===== src/hdl/mpa_pkg.sv =====
`timescale 1ns / 1ps
// ----------------------------------------------------------------------------
// mpa_pkg: shared types and constants for the max pool with argmax block
// Register indexes, configuration record and controller/datapath signals.
// ----------------------------------------------------------------------------
package mpa_pkg;

  localparam int DEF_MAX_WIDTH    = 64;
  localparam int DEF_MAX_HEIGHT   = 64;
  localparam int DEF_MAX_CHANNELS = 16;
  localparam int DEF_MAX_POOL     = 8;
  localparam int DEF_DATA_WIDTH   = 16;

  localparam int CFG_IDX_W = 3;
  localparam logic [CFG_IDX_W-1:0] REG_IMAGE_WIDTH   = 3'd0;
  localparam logic [CFG_IDX_W-1:0] REG_IMAGE_HEIGHT  = 3'd1;
  localparam logic [CFG_IDX_W-1:0] REG_CHANNEL_COUNT = 3'd2;
  localparam logic [CFG_IDX_W-1:0] REG_POOL_WIDTH    = 3'd3;
  localparam logic [CFG_IDX_W-1:0] REG_POOL_HEIGHT   = 3'd4;
  localparam logic [CFG_IDX_W-1:0] REG_STRIDE_X      = 3'd5;
  localparam logic [CFG_IDX_W-1:0] REG_STRIDE_Y      = 3'd6;

  // Raw register contents at their port widths
  typedef struct packed {
    logic [6:0] image_width;
    logic [6:0] image_height;
    logic [4:0] channel_count;
    logic [3:0] pool_width;
    logic [3:0] pool_height;
    logic [3:0] stride_x;
    logic [3:0] stride_y;
  } cfg_t;

  // Controller to datapath
  typedef struct packed {
    logic accept;     // latch input item and write it
    logic scan_start; // clear running max, start window read
    logic scan_step;  // issue next window read
    logic out_load;   // move result to output register
  } dp_cmd_t;

  // Datapath to controller
  typedef struct packed {
    logic emit;       // accepted item completes a window
    logic scan_done;  // last window read issued
    logic cmp_done;   // last comparison finished
  } dp_sts_t;

  typedef enum logic [3:0] {
    ST_IDLE = 4'b0001,
    ST_SCAN = 4'b0010,
    ST_DRN  = 4'b0100,
    ST_OUT  = 4'b1000
  } state_t;

endpackage


===== src/hdl/mpa_ctrl.sv =====
`timescale 1ns / 1ps
// ----------------------------------------------------------------------------
// mpa_ctrl: sequencer for the pooling block
// Accepts a request, runs the window scan and hands over the result.
// ----------------------------------------------------------------------------
module mpa_ctrl import mpa_pkg::*; (
  input  logic    clk,
  input  logic    rst_n,
  input  logic    in_valid,
  output logic    in_stall,
  input  logic    out_busy,
  output dp_cmd_t cmd,
  input  dp_sts_t sts
);

  state_t state_r, state_nxt;

  always_comb begin
    state_nxt = state_r;
    cmd = '0;
    in_stall = 1'b1;
    unique case (state_r)
      ST_IDLE: begin
        in_stall = 1'b0;
        if (in_valid) begin
          cmd.accept = 1'b1;
        end
      end
      ST_SCAN: begin
        cmd.scan_step = 1'b1;
        if (sts.scan_done) state_nxt = ST_DRN;
      end
      ST_DRN: begin
        if (sts.cmp_done) state_nxt = ST_OUT;
      end
      ST_OUT: begin
        if (!out_busy) begin
          cmd.out_load = 1'b1;
          state_nxt = ST_IDLE;
        end
      end
      default: state_nxt = ST_IDLE;
    endcase
    if (state_r == ST_IDLE && in_valid && sts.emit) begin
      cmd.scan_start = 1'b1;
      state_nxt = ST_SCAN;
    end
  end

  always_ff @(posedge clk) begin
    if (!rst_n) state_r <= ST_IDLE;
    else        state_r <= state_nxt;
  end

endmodule


===== config.mk =====
export PLATFORM = sky130hd
export DESIGN_NAME = mpa_ctrl
export DESIGN_NICKNAME = d
export VERILOG_FILES = /design/src/hdl/mpa_pkg.sv /design/src/hdl/mpa_ctrl.sv
export SDC_FILE = /design/constraint.sdc
export NUM_CORES = 1
export LEC_CHECK = 0
export BUFFER_PORTS_ARGS = -buffer_cell sky130_fd_sc_hd__buf_2
export CAP_MARGIN = 20
export CORE_AREA = 5 5 42 44
export DETAILED_ROUTE_END_ITERATION = 8
export DIE_AREA = 0 0 47 49
export GPL_TIMING_DRIVEN = 0
export PLACE_DENSITY = 0.48
export REMOVE_ABC_BUFFERS = 1
export SLEW_MARGIN = 40
export SYNTH_ARGS = -nofsm -noshare
export SYNTH_HDL_FRONTEND = slang
export SYNTH_SLANG_ARGS = --single-unit

===== constraint.sdc =====
create_clock -name clk -period 1.7 [get_ports clk]
set_input_delay 0.085 -clock clk [delete_from_list [all_inputs] [get_ports clk]]
set_output_delay 0.085 -clock clk [all_outputs]
set_load 0.02 [all_outputs]

==> impl_metrics.env <==
export IMPL_period_minus_slack_ns=1.40
export IMPL_clk_pin_slew_ns=0.03
export IMPL_critPathRequiredTime_ns=1.62
export IMPL_wl_um=652
export IMPL_syn_area_um2=282
export IMPL_cts_setup_buffers=0
export IMPL_dieWidth_um=47
export IMPL_ctsHoldBuffers=0
export IMPL_final_common_cell="buf_2"
export IMPL_power_switching_uw=77.7
export IMPL_start_util_pct=20.1
export IMPL_syn_avg_cell_area_um2=7.41
export IMPL_final_cell_mix="buf_2 (11), nor2_1 (5), dfxtp_1 (4)"
export IMPL_vias=280
export IMPL_setup_tns_ns=0
export IMPL_cts_buffers_inserted=3
export IMPL_synth_seq_area_share_pct=28.4
export IMPL_wl_met2_um=360
export IMPL_nFillCells=167
export IMPL_largest_reg_flops=4
export IMPL_crit_path_end_kind="output port"
export IMPL_leakage_nw=0.178
export IMPL_ctsResizeCount=0
export IMPL_intPower_uw=203
export IMPL_drt_iter0_drc=4
export IMPL_crit_path_start_kind="flop"
export IMPL_holdCritPathClass="in2reg"
export IMPL_cts_max_level=1
export IMPL_gp_congestion=0.748
export IMPL_hp_start="rst_n"
export IMPL_fin_skew_ns=0.000744
export IMPL_status="finished clean"
export IMPL_ys_warn_count=0
export IMPL_switching_share_pct=27.6
export IMPL_cap_violations=0
export IMPL_largestRegisters="state_r: 4 flops"
export IMPL_die_area_um2=2300
export IMPL_io_pins=12
export IMPL_rows=14
export IMPL_worstMarginPinSlew_ns=0.307
export IMPL_seqPwrFrac_pct=37.7
export IMPL_clk_latency_ns=0.23
export IMPL_dp_hpwl_um=531
export IMPL_ys_ff_latch=4
export IMPL_ir_worst_vdd_v=0.000275
export IMPL_io_buffers=11
export IMPL_syn_inst=38
export IMPL_final_antenna_net_count=0
export IMPL_pwr_share_comb_pct=22.1
export IMPL_cp_max_fo=4
export IMPL_antenna_cells=0
export IMPL_power_density_nw_per_um2=777
export IMPL_highest_layer="met4"
export IMPL_tritoncts="built"
export IMPL_core_um2=1400
export IMPL_maxSlewViolCount=0
export IMPL_root_buffer="clkbuf_4"
export IMPL_via_per_inst=4.31
export IMPL_drive_gt1_share_pct=32.7
export IMPL_drcViolationCount=0
export IMPL_setup_violations=0
export IMPL_grt_max_degree=11
export IMPL_grt_usage_pct=6.69
export IMPL_post_route_period_util_pct=82.3
export IMPL_largest_register="state_r"
export IMPL_rsz0062_at_grt="false"
export IMPL_p_clk_share_pct=40.2
export IMPL_r2r_start="state_r[2]$_SDFFE_PP0P_"
export IMPL_grt_overflow=0
export IMPL_crit_type="reg2out"
export IMPL_yosys_area_top_type="dfxtp_1"
export IMPL_grt_antenna_before_repair=0
export IMPL_die_height_um=49
export IMPL_slew_headroom_pct=79.5
export IMPL_syn_to_final_growth_pct=28.4
export IMPL_fmax_ghz=0.715
export IMPL_hold_viol_final=0
export IMPL_hold_ws_ns=0.0725
export IMPL_routed_wl_met3_um=40
export IMPL_synth_distinct_cells=22
export IMPL_cp_arrival_ns=1.31
export IMPL_yosys_top_cells_area="dfxtp_1 (28%), and3_1 (6.7%), nor2_1 (6.7%)"
export IMPL_wire_per_inst_um=10.0
export IMPL_cts_sinks=4
export IMPL_m1WireLength_um=234
export IMPL_dr_pass1_iters=2
export IMPL_cts_buffer_depth=2
export IMPL_nets=58
export IMPL_synth_top_area_share_pct=28.4
export IMPL_grt_pass1_vias=281
export IMPL_cp_startpoint="state_r[1]$_SDFFE_PN0P_"
export IMPL_grt_pass1_wl_um=1060
[cells in the mapped netlist]
cell,number
o22ai_1,2
and2_1,1
nand2b_1,2
buf_4,1
a21o_1,1
nor2_1,5
mux2i_1,1
nand3_1,1
nor3_1,1
inv_1,2
a22o_1,1
nand2_1,3
nor2_2,1
nand3b_1,2
and3_1,3
o21a_1,1
dfxtp_1,4
nor4_1,1
a21oi_1,1
o221ai_2,1
buf_2,2
o21ai_0,1
[final timing paths]
check	endpoint	slack [ns]	depth (start not counted)
setup / recovery	cmd[2]	0.30	4
hold / removal	state_r[0]$_SDFFE_PN1P_	0.07	2
setup reg to reg	state_r[0]$_SDFFE_PN1P_	0.54	4
hold reg to reg	state_r[3]$_SDFFE_PP0P_	0.58	2
[layer usage]
metal  GRT usage, %  vias up
li1               -      155
met1           7.05      120
met2           9.05        3
met3           1.48        2
met4           8.76        0
met5              0        -
[power by group through the flow]
stage | registers [mW] | clock network [mW] | logic [mW]
after CTS | 0.106 | 0.123 | 0.0633
after floorplan | 0.106 | 0 | 0.0408
after global placement | 0.108 | 0 | 0.0629
final | 0.106 | 0.113 | 0.0621
after global routing | 0.107 | 0.127 | 0.0682
after detailed placement | 0.107 | 0 | 0.0631
[cells by family (layout without fill, tap and decap cells)]
group	after synthesis	in the layout	synth area share, %
AO/OA/AOI/OAI	8	8	21.8
flip-flops	4	4	28.4
AND/OR/NAND/NOR	20	20	37.3
buffers and inverters	5	16	8.89
multiplexers	1	1	3.56
[critical path: stages, from the launching register on]
cell and delay [ns]:
dfxtp_1 0.32, nor2_1 0.24, nand3b_1 0.20, nor2_2 0.14, buf_2 0.18
[cell type report]
| type | count | area [um^2] | area share [%] |
|---|---|---|---|
| Multi-Input combinational cell | 29 | 176 | 48.8 |
| Timing Repair Buffer | 11 | 55.1 | 15.2 |
| Inverter | 2 | 7.51 | 2.08 |
| Sequential cell | 4 | 80.1 | 22.1 |
| Tap cell | 16 | 20.0 | 5.54 |
| Clock buffer | 3 | 22.5 | 6.23 |
[per-stage QoR]
stage	util [%]	power [mW]	instances	worst slack (ns)	instance area (um^2)
floorplan	-	0.146	35	0.392	264
global placement	24.2	0.170	62	0.523	339
detailed placement	24.2	0.170	62	0.525	339
CTS	25.8	0.292	65	0.266	362
global route	25.8	0.302	65	0.213	362
finish	25.8	0.281	65	0.301	362
Note: power is estimated with default switching activity, not from simulation.
